--- src/hdl/hcbd_pkg.sv ---
`timescale 1ns / 1ps

package hcbd_pkg;

	localparam int SIZE_BITS_DEF  = 32;
	localparam int COUNT_BITS_DEF = 32;
	localparam int LIMIT_BITS     = 31;
	localparam int LEN_BITS       = 32;

	localparam logic [LIMIT_BITS-1:0] MAX_CHUNK_RESET = 31'h7FFF_FFFF;

	localparam logic [7:0] CH_CR    = 8'h0D;
	localparam logic [7:0] CH_LF    = 8'h0A;
	localparam logic [7:0] CH_SP    = 8'h20;
	localparam logic [7:0] CH_TAB   = 8'h09;
	localparam logic [7:0] CH_VT    = 8'h0B;
	localparam logic [7:0] CH_FF    = 8'h0C;
	localparam logic [7:0] CH_X_LO  = 8'h78;
	localparam logic [7:0] CH_X_UP  = 8'h58;

	typedef enum logic [1:0] {
		KIND_DATA = 2'd0,
		KIND_DONE = 2'd1,
		KIND_ERR  = 2'd2
	} kind_t;

	typedef enum logic [1:0] {
		ERR_NONE     = 2'd0,
		ERR_CRLF     = 2'd1,
		ERR_TRUNC    = 2'd2,
		ERR_OVERSIZE = 2'd3
	} err_t;

	typedef struct packed {
		kind_t                kind;
		logic [7:0]           byte_val;
		err_t                 code;
		logic [LEN_BITS-1:0]  len;
		logic                 run_last;
	} result_t;

endpackage

--- src/hdl/hcbd_in_if.sv ---
`timescale 1ns / 1ps

interface hcbd_in_if;
	logic       valid;
	logic       ready;
	logic [7:0] data_byte;
	logic       first_byte;
	logic       last_byte;

	modport source (output valid, data_byte, first_byte, last_byte, input ready);
	modport sink (input valid, data_byte, first_byte, last_byte, output ready);
endinterface

--- src/hdl/hcbd_out_if.sv ---
`timescale 1ns / 1ps

interface hcbd_out_if;
	logic        valid;
	logic        ready;
	logic [1:0]  result_kind;
	logic [7:0]  out_byte;
	logic [1:0]  error_code;
	logic [31:0] decoded_length;
	logic        run_last;

	modport source (output valid, result_kind, out_byte, error_code, decoded_length, run_last,
		input ready);
	modport sink (input valid, result_kind, out_byte, error_code, decoded_length, run_last,
		output ready);
endinterface

--- src/hdl/http_chunked_body_decoder.sv ---
`timescale 1ns / 1ps

// channel     dir  handshake     payload
// body_in     in   valid/ready   data_byte[8] first_byte last_byte
// result_out  out  valid/ready   result_kind[2] out_byte[8] error_code[2]
//                                decoded_length[32] run_last
// cfg         in   cfg_we        cfg_wdata[31] = max_chunk_size
//
// one byte per cycle: input register, one parse step, two-entry result register
// a byte that yields two results (data then error) fills both result entries at once
// a byte with results waits until the held results leave; a stalled result_out stalls body_in
// arst_n clears parser state and valid flags and sets the size limit to all ones

module http_chunked_body_decoder #(
	parameter int SIZE_BITS  = hcbd_pkg::SIZE_BITS_DEF,
	parameter int COUNT_BITS = hcbd_pkg::COUNT_BITS_DEF
) (
	input  logic                             clk,
	input  logic                             arst_n,
	hcbd_in_if.sink                          body_in,
	hcbd_out_if.source                       result_out,
	input  logic                             cfg_we,
	input  logic [hcbd_pkg::LIMIT_BITS-1:0]  cfg_wdata
);

	localparam int CMP_BITS = (SIZE_BITS > hcbd_pkg::LIMIT_BITS) ? SIZE_BITS
		: hcbd_pkg::LIMIT_BITS;
	localparam logic [SIZE_BITS-1:0]  SIZE_ONES  = {SIZE_BITS{1'b1}};
	localparam logic [COUNT_BITS-1:0] COUNT_ONES = {COUNT_BITS{1'b1}};

	localparam logic [1:0] PP_NONE   = 2'd0;
	localparam logic [1:0] PP_ZERO   = 2'd1;
	localparam logic [1:0] PP_X      = 2'd2;
	localparam logic [1:0] PP_DIGITS = 2'd3;

	typedef enum logic [2:0] {
		MODE_LEAD     = 3'd0,
		MODE_DIGITS   = 3'd1,
		MODE_REST     = 3'd2,
		MODE_LINE_CR  = 3'd3,
		MODE_DATA     = 3'd4,
		MODE_TRAIL_CR = 3'd5,
		MODE_TRAIL_LF = 3'd6,
		MODE_DONE     = 3'd7
	} mode_t;

	logic                            s1_v;
	logic [7:0]                      byte_s1;
	logic                            first_s1;
	logic                            last_s1;

	mode_t                           mode_q;
	logic [SIZE_BITS-1:0]            rem_q;
	logic [1:0]                      pp_q;
	logic [COUNT_BITS-1:0]           cnt_q;
	logic [hcbd_pkg::LIMIT_BITS-1:0] max_q;

	hcbd_pkg::result_t               slot0_q;
	hcbd_pkg::result_t               slot1_q;
	logic                            v0_q;
	logic                            v1_q;

	mode_t                           m;
	mode_t                           nm;
	logic [SIZE_BITS-1:0]            rem;
	logic [SIZE_BITS-1:0]            nrem;
	logic [SIZE_BITS-1:0]            rem_add;
	logic [1:0]                      pp;
	logic [1:0]                      npp;
	logic [COUNT_BITS-1:0]           cnt;
	logic [COUNT_BITS-1:0]           ncnt;
	logic [1:0]                      nres;
	hcbd_pkg::result_t               r0;
	hcbd_pkg::result_t               r1;
	logic                            is_hex;
	logic [3:0]                      dig;
	logic                            blank;
	logic                            oversize;
	logic                            take;
	logic                            out_free;
	logic                            advance;

	// hex digit decode
	always_comb begin
		is_hex = 1'b1;
		dig    = 4'd0;
		if (byte_s1 >= 8'h30 && byte_s1 <= 8'h39) begin
			dig = 4'(byte_s1 - 8'h30);
		end else if (byte_s1 >= 8'h61 && byte_s1 <= 8'h66) begin
			dig = 4'(byte_s1 - 8'h57);
		end else if (byte_s1 >= 8'h41 && byte_s1 <= 8'h46) begin
			dig = 4'(byte_s1 - 8'h37);
		end else begin
			is_hex = 1'b0;
		end
	end

	assign blank = (byte_s1 == hcbd_pkg::CH_SP) || (byte_s1 == hcbd_pkg::CH_TAB)
		|| (byte_s1 == hcbd_pkg::CH_LF) || (byte_s1 == hcbd_pkg::CH_VT)
		|| (byte_s1 == hcbd_pkg::CH_FF);

	assign m   = first_s1 ? MODE_LEAD : mode_q;
	assign rem = first_s1 ? '0 : rem_q;
	assign pp  = first_s1 ? PP_NONE : pp_q;
	assign cnt = first_s1 ? '0 : cnt_q;

	// saturating shift-in of one hex digit
	assign rem_add = (rem[SIZE_BITS-1 -: 4] != 4'd0) ? SIZE_ONES
		: {rem[SIZE_BITS-5:0], dig};

	assign oversize = CMP_BITS'(rem) > CMP_BITS'(max_q);

	always_comb begin
		nm   = m;
		nrem = rem;
		npp  = pp;
		ncnt = cnt;
		nres = 2'd0;
		r0   = '{kind: hcbd_pkg::KIND_DONE, byte_val: 8'd0, code: hcbd_pkg::ERR_NONE,
			len: '0, run_last: 1'b0};
		r1   = r0;
		unique case (m)
			MODE_LEAD, MODE_DIGITS, MODE_REST, MODE_LINE_CR: begin
				if (m == MODE_LINE_CR && byte_s1 == hcbd_pkg::CH_LF) begin
					npp = PP_NONE;
					if (rem == '0) begin
						nm   = MODE_DONE;
						nres = 2'd1;
					end else if (oversize) begin
						nm      = MODE_DONE;
						nres    = 2'd1;
						r0.kind = hcbd_pkg::KIND_ERR;
						r0.code = hcbd_pkg::ERR_OVERSIZE;
					end else if (last_s1) begin
						nm      = MODE_DONE;
						nres    = 2'd1;
						r0.kind = hcbd_pkg::KIND_ERR;
						r0.code = hcbd_pkg::ERR_TRUNC;
					end else begin
						nm = MODE_DATA;
					end
				end else begin
					if (byte_s1 == hcbd_pkg::CH_CR) begin
						nm = MODE_LINE_CR;
					end else if (m == MODE_LEAD) begin
						if (blank) begin
							nm = MODE_LEAD;
						end else if (is_hex) begin
							nrem = rem_add;
							npp  = (dig == 4'd0) ? PP_ZERO : PP_DIGITS;
							nm   = MODE_DIGITS;
						end else begin
							nm = MODE_REST;
						end
					end else if (m == MODE_DIGITS) begin
						if (pp == PP_ZERO && (byte_s1 == hcbd_pkg::CH_X_LO
							|| byte_s1 == hcbd_pkg::CH_X_UP)) begin
							npp = PP_X;
						end else if (is_hex) begin
							nrem = rem_add;
							npp  = PP_DIGITS;
						end else begin
							nm = MODE_REST;
						end
					end else begin
						nm = MODE_REST;
					end
					if (last_s1) begin
						nm   = MODE_DONE;
						nres = 2'd1;
					end
				end
			end
			MODE_DATA: begin
				ncnt        = (cnt != COUNT_ONES) ? cnt + 1'b1 : cnt;
				nrem        = (rem != '0) ? rem - 1'b1 : rem;
				nm          = (nrem == '0) ? MODE_TRAIL_CR : MODE_DATA;
				nres        = 2'd1;
				r0.kind     = hcbd_pkg::KIND_DATA;
				r0.byte_val = byte_s1;
				if (last_s1) begin
					nres    = 2'd2;
					r1.kind = hcbd_pkg::KIND_ERR;
					r1.code = (nrem == '0) ? hcbd_pkg::ERR_CRLF : hcbd_pkg::ERR_TRUNC;
					nm      = MODE_DONE;
				end
			end
			MODE_TRAIL_CR: begin
				if (byte_s1 == hcbd_pkg::CH_CR && !last_s1) begin
					nm = MODE_TRAIL_LF;
				end else begin
					nm      = MODE_DONE;
					nres    = 2'd1;
					r0.kind = hcbd_pkg::KIND_ERR;
					r0.code = hcbd_pkg::ERR_CRLF;
				end
			end
			MODE_TRAIL_LF: begin
				if (byte_s1 == hcbd_pkg::CH_LF) begin
					nm   = MODE_LEAD;
					nrem = '0;
					npp  = PP_NONE;
					if (last_s1) begin
						nm   = MODE_DONE;
						nres = 2'd1;
					end
				end else begin
					nm      = MODE_DONE;
					nres    = 2'd1;
					r0.kind = hcbd_pkg::KIND_ERR;
					r0.code = hcbd_pkg::ERR_CRLF;
				end
			end
			MODE_DONE: begin
				nm = MODE_DONE;
			end
		endcase
		r0.len      = 32'(ncnt);
		r1.len      = 32'(ncnt);
		r0.run_last = (nres == 2'd1);
		r1.run_last = 1'b1;
	end

	assign take     = v0_q && result_out.ready;
	assign out_free = !v0_q || (!v1_q && take);
	assign advance  = s1_v && ((nres == 2'd0) || out_free);

	assign body_in.ready = !s1_v || advance;

	assign result_out.valid          = v0_q;
	assign result_out.result_kind    = slot0_q.kind;
	assign result_out.out_byte       = slot0_q.byte_val;
	assign result_out.error_code     = slot0_q.code;
	assign result_out.decoded_length = slot0_q.len;
	assign result_out.run_last       = slot0_q.run_last;

	always_ff @(posedge clk or negedge arst_n) begin
		if (!arst_n) begin
			s1_v   <= 1'b0;
			mode_q <= MODE_LEAD;
			rem_q  <= '0;
			pp_q   <= PP_NONE;
			cnt_q  <= '0;
			max_q  <= hcbd_pkg::MAX_CHUNK_RESET;
			v0_q   <= 1'b0;
			v1_q   <= 1'b0;
		end else begin
			if (cfg_we) begin
				max_q <= cfg_wdata;
			end
			if (body_in.valid && body_in.ready) begin
				s1_v <= 1'b1;
			end else if (advance) begin
				s1_v <= 1'b0;
			end
			if (advance) begin
				mode_q <= nm;
				rem_q  <= nrem;
				pp_q   <= npp;
				cnt_q  <= ncnt;
			end
			if (advance && nres != 2'd0) begin
				v0_q <= 1'b1;
				v1_q <= (nres == 2'd2);
			end else if (take) begin
				v0_q <= v1_q;
				v1_q <= 1'b0;
			end
		end
	end

	// payload registers
	always_ff @(posedge clk) begin
		if (body_in.valid && body_in.ready) begin
			byte_s1  <= body_in.data_byte;
			first_s1 <= body_in.first_byte;
			last_s1  <= body_in.last_byte;
		end
		if (advance && nres != 2'd0) begin
			slot0_q <= r0;
			slot1_q <= r1;
		end else if (take) begin
			slot0_q <= slot1_q;
		end
	end

	a_slot_order: assert property (@(posedge clk) disable iff (!arst_n)
		v1_q |-> v0_q && !slot0_q.run_last && slot1_q.run_last)
		else $error("second result slot out of order");

	a_kind_legal: assert property (@(posedge clk) disable iff (!arst_n)
		v0_q |-> slot0_q.kind == hcbd_pkg::KIND_DATA || slot0_q.kind == hcbd_pkg::KIND_DONE
			|| slot0_q.kind == hcbd_pkg::KIND_ERR)
		else $error("illegal result kind");

	a_code_only_on_error: assert property (@(posedge clk) disable iff (!arst_n)
		v0_q && slot0_q.kind != hcbd_pkg::KIND_ERR |-> slot0_q.code == hcbd_pkg::ERR_NONE)
		else $error("error code on non-error result");

	a_done_is_final: assert property (@(posedge clk) disable iff (!arst_n)
		advance && nres != 2'd0 && nm == MODE_DONE |=> v0_q)
		else $error("terminal result lost");

	a_empty_accepts: assert property (@(posedge clk) disable iff (!arst_n)
		!s1_v |-> body_in.ready)
		else $error("empty input stage not ready");

endmodule
--- src/flat_wrapper.sv ---
// flat-port wrapper written by rule: the top's interface ports become plain ports
module http_chunked_body_decoder_flat 
#(
	parameter int SIZE_BITS  = hcbd_pkg::SIZE_BITS_DEF,
	parameter int COUNT_BITS = hcbd_pkg::COUNT_BITS_DEF
)
  (clk, arst_n, cfg_we, cfg_wdata, body_in_valid, body_in_data_byte, body_in_first_byte, body_in_last_byte, body_in_ready, result_out_valid, result_out_result_kind, result_out_out_byte, result_out_error_code, result_out_decoded_length, result_out_run_last, result_out_ready);
  hcbd_in_if body_in_i ();
  hcbd_out_if result_out_i ();
  input  logic clk;
  input  logic arst_n;
  input  logic cfg_we;
  input  logic [hcbd_pkg::LIMIT_BITS-1:0] cfg_wdata;
  input wire logic [$bits(body_in_i.valid)-1:0] body_in_valid;
  input wire logic [$bits(body_in_i.data_byte)-1:0] body_in_data_byte;
  input wire logic [$bits(body_in_i.first_byte)-1:0] body_in_first_byte;
  input wire logic [$bits(body_in_i.last_byte)-1:0] body_in_last_byte;
  output wire logic [$bits(body_in_i.ready)-1:0] body_in_ready;
  output wire logic [$bits(result_out_i.valid)-1:0] result_out_valid;
  output wire logic [$bits(result_out_i.result_kind)-1:0] result_out_result_kind;
  output wire logic [$bits(result_out_i.out_byte)-1:0] result_out_out_byte;
  output wire logic [$bits(result_out_i.error_code)-1:0] result_out_error_code;
  output wire logic [$bits(result_out_i.decoded_length)-1:0] result_out_decoded_length;
  output wire logic [$bits(result_out_i.run_last)-1:0] result_out_run_last;
  input wire logic [$bits(result_out_i.ready)-1:0] result_out_ready;
  assign body_in_i.valid = body_in_valid;
  assign body_in_i.data_byte = body_in_data_byte;
  assign body_in_i.first_byte = body_in_first_byte;
  assign body_in_i.last_byte = body_in_last_byte;
  assign body_in_ready = body_in_i.ready;
  assign result_out_valid = result_out_i.valid;
  assign result_out_result_kind = result_out_i.result_kind;
  assign result_out_out_byte = result_out_i.out_byte;
  assign result_out_error_code = result_out_i.error_code;
  assign result_out_decoded_length = result_out_i.decoded_length;
  assign result_out_run_last = result_out_i.run_last;
  assign result_out_i.ready = result_out_ready;
  http_chunked_body_decoder #(.SIZE_BITS(SIZE_BITS), .COUNT_BITS(COUNT_BITS)) u_core (.clk(clk), .arst_n(arst_n), .body_in(body_in_i), .result_out(result_out_i), .cfg_we(cfg_we), .cfg_wdata(cfg_wdata));
endmodule
--- config.mk ---
export PLATFORM = sky130hd
export DESIGN_NAME = http_chunked_body_decoder_flat
export DESIGN_NICKNAME = d
export VERILOG_FILES = /design/src/hdl/hcbd_pkg.sv /design/src/hdl/hcbd_in_if.sv /design/src/hdl/hcbd_out_if.sv /design/src/hdl/http_chunked_body_decoder.sv /design/src/flat_wrapper.sv
export SDC_FILE = /design/constraint.sdc
export NUM_CORES = 1
export LEC_CHECK = 0
export BUFFER_PORTS_ARGS = -buffer_cell sky130_fd_sc_hd__buf_4
export CORE_MARGIN = 1
export CORE_UTILIZATION = 47
export CTS_CLUSTER_SIZE = 30
export DETAILED_ROUTE_END_ITERATION = 16
export HOLD_SLACK_MARGIN = 0.06
export MAX_ROUTING_LAYER = met4
export PLACE_DENSITY = 0.67
export SLEW_MARGIN = 20
export SYNTH_ARGS = -nofsm -noshare
export SYNTH_HDL_FRONTEND = slang
export SYNTH_SLANG_ARGS = --single-unit
--- constraint.sdc ---
create_clock -name clk -period 5.05 [get_ports clk]
set_input_delay 0 -clock clk [delete_from_list [all_inputs] [get_ports clk]]
set_output_delay 0 -clock clk [all_outputs]
set_load 0.005 [all_outputs]
# Word-level counts from Yosys, hierarchy flattened

Index checks and enable logic that the tools add are counted.
W data, S select, Z words.

Input bits: 46
Logic and storage cells: 167
Output and inout bits: 47
Bits in registers: 194

Mux-type cells: 82
Order comparisons: 7
$add $sub $neg: 5
Reductions and logical operators: 35
Equality and inequality tests: 19

Operator list:

| cell                    | number |
|---|---|
| $mux W32                | 14 |
| $pmux W32 S3            | 1 |
| $mux W45                | 2 |
| $logic_not A32 Y1       | 2 |
| $mux W2                 | 27 |
| $mux W3                 | 14 |
| $eq A8 B4 Y1 const B    | 5 |
| $add A32 B1 Y32 const B | 1 |
| $gt A32 B31 Y1          | 1 |
| $ne A32 B32 Y1 const B  | 1 |
| $reduce_bool A32 Y1     | 1 |
| $sub A32 B1 Y32 const B | 1 |
| $eq A8 B7 Y1 const B    | 2 |
| $ge A8 B7 Y1 const B    | 2 |
| $le A8 B7 Y1 const B    | 2 |
| $pmux W2 S4             | 2 |
| $mux W1                 | 15 |
| $pmux W3 S5             | 1 |
| $eq A3 B3 Y1 const B    | 4 |
| $mux W4                 | 3 |
| $logic_and A1 B1 Y1     | 11 |
| $eq A8 B6 Y1 const B    | 1 |
| $ge A8 B6 Y1 const B    | 1 |
| $le A8 B6 Y1 const B    | 1 |
| 18 further kinds        | 33 |

# Longest topological paths before layout

Depth after elaboration: 13
Mapped depth: 18
Depth with buffers taken out: 12

# Worst setup path before layout

Ideal clock, no wire load.

Path kind: reg2reg
Start: register u_core.first_s1
End: register u_core.slot0_q (netlist bit u_core.result_out.decoded_length[0]) (enable)
Arrival: 4,699 ps
Setup slack: -213 ps
Buffers on the path: 8
Required time: 4,486 ps
Period minus slack after synthesis: 5,263 ps
Stages on the path, launching flop included: 19
Library setup time: 564 ps
Cell sequence: edfxtp_1 -> buf_2 -> buf_2 -> buf_2 -> buf_1 -> buf_1 -> clkbuf_1 -> nor2_1 -> ha_1 -> nand4_1 -> a2111oi_0 -> and4b_1 -> a21oi_1 -> or4_1 -> nor2_1 -> or3_1 -> buf_4 -> buf_2 -> nand2_1

Word-level cells in the longest chain between the ends: 11
Elaborated cells on any way between the ends: 23
Those cells by class: order compare: 1; eq/ne: 6; mux: 6; reduce/logical: 10

RTL lines:

| element                               | RTL line                         | text |
|---|---|---|
| start, declared                       | http_chunked_body_decoder.sv:49  | `logic first_s1;` |
| start signal, assigned                | http_chunked_body_decoder.sv:276 | `first_s1 <= body_in.first_byte;` |
| $mux W32                              | http_chunked_body_decoder.sv:103 | `assign rem = first_s1 ? '0 : rem_q;` |
| $gt A32 B31 Y1                        | http_chunked_body_decoder.sv:111 | `assign oversize = CMP_BITS'(rem) > CMP_BITS'(max_q);` |
| $mux W2                               | http_chunked_body_decoder.sv:129 | `end else if (oversize) begin` |
| $mux W2                               | http_chunked_body_decoder.sv:126 | `if (rem == '0) begin` |
| $mux W2                               | http_chunked_body_decoder.sv:124 | `if (m == MODE_LINE_CR && byte_s1 == hcbd_pkg::CH_LF) begin` |
| $pmux W2 S4 *                         | http_chunked_body_decoder.sv:122 | `unique case (m)` |
| $logic_not A2 Y1                      | http_chunked_body_decoder.sv:226 | `assign advance = s1_v && ((nres == 2'd0) \|\| out_free);` |
| $logic_or A1 B1 Y1                    | http_chunked_body_decoder.sv:226 |  |
| $logic_and A1 B1 Y1                   | http_chunked_body_decoder.sv:226 |  |
| $logic_and A1 B1 Y1 *                 | http_chunked_body_decoder.sv:279 | `if (advance && nres != 2'd0) begin` |
| $reduce_bool A2 Y1 (no source line) * | -                                |  |
| end signal, assigned                  | http_chunked_body_decoder.sv:280 | `slot0_q <= r0;` |
| end signal, assigned                  | http_chunked_body_decoder.sv:283 | `slot0_q <= slot1_q;` |
| end, declared                         | http_chunked_body_decoder.sv:58  | `hcbd_pkg::result_t slot0_q;` |

Mark *: on every way between the ends. The rest lies on a longest branch, timed or not.
A chain may end at the register's enable or synchronous reset.

# Worst setup path in the final report

Start: register u_core.first_s1
End: register u_core.slot0_q (netlist bit u_core.result_out.decoded_length[2]) (enable)

The elaborated chain is that of the path after synthesis.

==> key figures <==
Clocking
  • TritonCTS Sinks: 194
  • CTS Buf Count: 17
  • Post-CTS Resized: 0
  • Clock Path Buffers: 2
  • CTS H-tree lvls: 4
  • CTS tree: done
  • Clk slew on worst S/H paths: 0.08 ns
  • Clock Latency Late Sink: 0.45 ns
  • Clock root buffer: clkbuf_16

Synth
  • Synth top area share: 23.2%
  • Top cells by area, synth: edfxtp_1 (23%), dfrtp_1 (15%), mux2_2 (8.2%)
  • Synth unique cells: 75
  • YS warnings: 0
  • Yosys reg bits: 194
  • Top FF cell, synth: edfxtp_1
  • Sequential area share after synthesis: 45.4%
  • Synthesized net count: 1296
  • Syn Inst Count: 1212
  • Post-Syn Area per Cell: 9.72 um^2
  • Netlist Area Pre-Place: 11800 um^2
  • Cell taking the most area after synthesis: edfxtp_1
  • EDFF count, synth: 91
  • Async set-reset flop share out of synthesis: 53.1%

Worst setup path
  • Worst path cell trace: buf_12 > nor2b_1 > ha_1 > nand3_1 > nor4_1 > nand2_1 > a311oi_1 > o21a_1 > nor2_1 > or3_1 > buf_12 > nand2_2 > buf_4
  • CP most frequent cell: buf_12
  • Worst EP required: 5.15 ns
  • CP endpoint kind: flip-flop
  • Slowest cell on the critical path: nor4_1
  • CP Data Arrival Time: 4.41 ns
  • Crit path buf inv count: 3
  • CP peak stage delay: 0.46 ns
  • CP max FO: 103
  • Startpoint Class: flip-flop
  • CP Class: reg -> reg
  • CP top delay family: simple AND/OR/NAND/NOR gates

Timing
  • Setup_tns: 0 ns
  • FMAX: 232 MHz
  • Max Slew Vio Count: 0
  • Worst slew pin tran: 1.10 ns
  • Final setup viols: 0
  • Final hold slack: 0.0640 ns
  • Minimum clock period: 4.31 ns
  • Slew HR: 26.6%
  • Worst Skew: 0.0141 ns
  • RSZ-0062 raised after global routing: no
  • Fin crit share: 85.3%
  • Fin. Hold Viols: 0

Pwr
  • Max VDD drop: 227 uV
  • Power per standard cell area: 456 nW/um^2
  • Total Power: 6.55 mW
  • P_leak: 5.96 nW

Placement
  • Port bufs: 92
  • Routability cong.: 1.02
  • DP HPWL: 23.8 mm
  • Placed insts: 1595

Finish
  • Area growth syn-to-layout: 22.0%
  • Fraction of layout cells with a size suffix above 1: 21.7%
  • Non-filler instance count after layout: 1705
  • Final nets: 1452
  • Number of diodes: 0

Global route
  • Grt met3 use: 3.71%
  • GRT Resource Usage Total: 28.1%
  • Initial antenna violation count: 0
  • GR peak layer: met2
  • First-pass GRT wire length: 54.5 mm
  • Gr ovfl total: 0
  • Pin count of the biggest net entering global routing: 104
  • GR Util met1: 36.3%
  • Vias in the first global route: 9889
  • GR Util met2: 44.5%

Routing
  • DRC: 0
  • Drt first pass iters: 5
  • Iteration-0 DRC Markers: 1075
  • Avg WL per Cell: 20.1 um
  • DRT antenna net count: 0
  • Vias/cell: 5.99
  • DR vias: 10209
  • Final WL: 34.2 mm

Floorplan
  • FP Rows: 57
  • Die span in x: 160 um
  • Boundary pin count: 93
  • Die footprint: 25700 um^2
  • Initial core utilization: 48.1%
  • Core region area: 24500 um^2
  • Die height: 160 um

Hold path
  • Min-Delay Path Class: in -> reg

Run
  • Max Cap Viol: 0

Outcome
  • Status: finished, final reports clean
[layout by cell type (no fill, tap or decap), drive strengths merged, types with 10 or more instances in the layout]
| master | netlist | routed |
|---|---|---|
| a21oi | 51 | 51 |
| a22o | 10 | 10 |
| a31oi | 15 | 15 |
| and3 | 12 | 12 |
| buf | 25 | 131 |
| clkbuf | 47 | 17 |
| dfrtp | 72 | 72 |
| dfstp | 31 | 31 |
| dlygate4sd3 | 0 | 78 |
| edfxtp | 91 | 91 |
| ha | 38 | 38 |
| inv | 74 | 81 |
| mux2 | 86 | 86 |
| nand2 | 108 | 108 |
| nand2b | 10 | 10 |
| nand3 | 31 | 31 |
| nand4 | 22 | 22 |
| nor2 | 90 | 90 |
| nor2b | 30 | 30 |
| nor3 | 41 | 41 |
| nor4 | 33 | 33 |
| o211ai | 14 | 14 |
| o21a | 10 | 10 |
| o21ai | 76 | 76 |
| o22ai | 10 | 10 |
| or3 | 14 | 14 |
| xnor2 | 29 | 29 |
[sequential cells by signal, summed over array words and instances (netlist names), 2 cells and up]
register and cells:
u_core.slot1_q 36, u_core.result_out.decoded_length 32, u_core.result_out.error_code 2, u_core.max_q 31
u_core.rem_q 32, u_core.mode_q 3, u_core.cnt_q 32, u_core.result_out.out_byte 8
u_core.pp_q 2, u_core.result_out.result_kind 2, u_core.byte_s1 8
[layout make-up]
| class | count | area, um^2 |
|---|---|---|
| clock buffer | 17 | 425 |
| fill | 2161 | 10100 |
| inverter | 74 | 278 |
| timing repair buffer | 209 | 1830 |
| multi-input combinational | 872 | 5860 |
| tap | 324 | 405 |
| clock inverter | 15 | 225 |
| sequential | 194 | 5350 |
[per-layer routing]
| metal | part of all wire [%] | up-vias |
|---|---|---|
| met3 | 6.2 | 86 |
| met4 | 3.3 | 0 |
| met5 | 0 | - |
| met1 | 42 | 4894 |
| met2 | 48 | 441 |
| li1 | - | 4788 |
[worst register-to-register path, stage by stage (launching register included)]
cell and delay, ns:
edfxtp_1 0.39, buf_12 0.38, nor2b_1 0.26, ha_1 0.32
nand3_1 0.10, nor4_1 0.46, nand2_1 0.18, a311oi_1 0.31
o21a_1 0.34, nor2_1 0.11, or3_1 0.42, buf_12 0.20
nand2_2 0.09, buf_4 0.37
[cell usage after synthesis, drive strengths merged, types with 4 or more instances]
| master | count |
|---|---|
| a2111oi | 5 |
| a211oi | 9 |
| a21o | 8 |
| a21oi | 51 |
| a22o | 10 |
| a311oi | 4 |
| a31o | 4 |
| a31oi | 15 |
| and2 | 6 |
| and3 | 12 |
| buf | 25 |
| clkbuf | 47 |
| dfrtp | 72 |
| dfstp | 31 |
| edfxtp | 91 |
| ha | 38 |
| inv | 74 |
| mux2 | 86 |
| mux2i | 5 |
| nand2 | 108 |
| nand2b | 10 |
| nand3 | 31 |
| nand4 | 22 |
| nor2 | 90 |
| nor2b | 30 |
| nor3 | 41 |
| nor4 | 33 |
| o211ai | 14 |
| o21a | 10 |
| o21ai | 76 |
| o21bai | 7 |
| o221ai | 8 |
| o22ai | 10 |
| o311ai | 7 |
| o31ai | 4 |
| o32ai | 4 |
| o41ai | 7 |
| or3 | 14 |
| or4 | 6 |
| xnor2 | 29 |
| xor2 | 9 |
[power by group]
group	switching (mW)	internal (mW)	leakage [nW]	total, mW
clock network	0.732	0.736	0.312	1.47
registers	0.269	2.03	2.17	2.29
logic	1.65	1.13	3.47	2.78
[per-stage QoR]
stage | utilization (%) | worst slack (ns) | cell area, um^2
after floorplan | - | 0.127 | 11800
after global placement | 52.9 | 0.917 | 12900
after detailed placement | 52.9 | 0.804 | 12900
after CTS | 58.7 | 0.811 | 14400
after global routing | 58.7 | 0.470 | 14400
final | 58.7 | 0.741 | 14400
[what timing repair did]
action,CTS,global route
hold buffers,78,0
hold endpoints to repair,84,0
setup buffers,0,0
[cell families (layout without fill, tap and decap cells)]
kind of cell	after synthesis	in the layout	share of synthesized area [%]
and+or+nand+nor	422	422	17.9
DFF	194	194	45.4
AOI/OAI and AO/OA	283	283	16.2
adders and majority gates	38	38	4.04
buffers and inverters	146	315	4.93
xor gates and xnor gates	38	38	2.83
muxes	91	91	8.65
[path summary, 6_finish.rpt]
kind / start / end / slack, ns / depth (start not counted)
setup / recovery: u_core.first_s1$_DFFE_PP_ / u_core.result_out.decoded_length[2]$_DFFE_PP_ / 0.74 / 13
hold / removal: cfg_we / u_core.max_q[19]$_DFFE_PN1P_ / 0.06 / 2
setup reg to reg: u_core.first_s1$_DFFE_PP_ / u_core.result_out.decoded_length[2]$_DFFE_PP_ / 0.74 / 13
hold reg to reg: u_core.max_q[19]$_DFFE_PN1P_ / u_core.max_q[19]$_DFFE_PN1P_ / 0.50 / 2
max in group asynchronous: arst_n / u_core.mode_q[2]$_DFFE_PN0P_ / 3.74 / 3
min in group asynchronous: arst_n / u_core.rem_q[18]$_DFFE_PN0P_ / 0.08 / 2
Note: power is estimated with default switching activity, not from simulation.
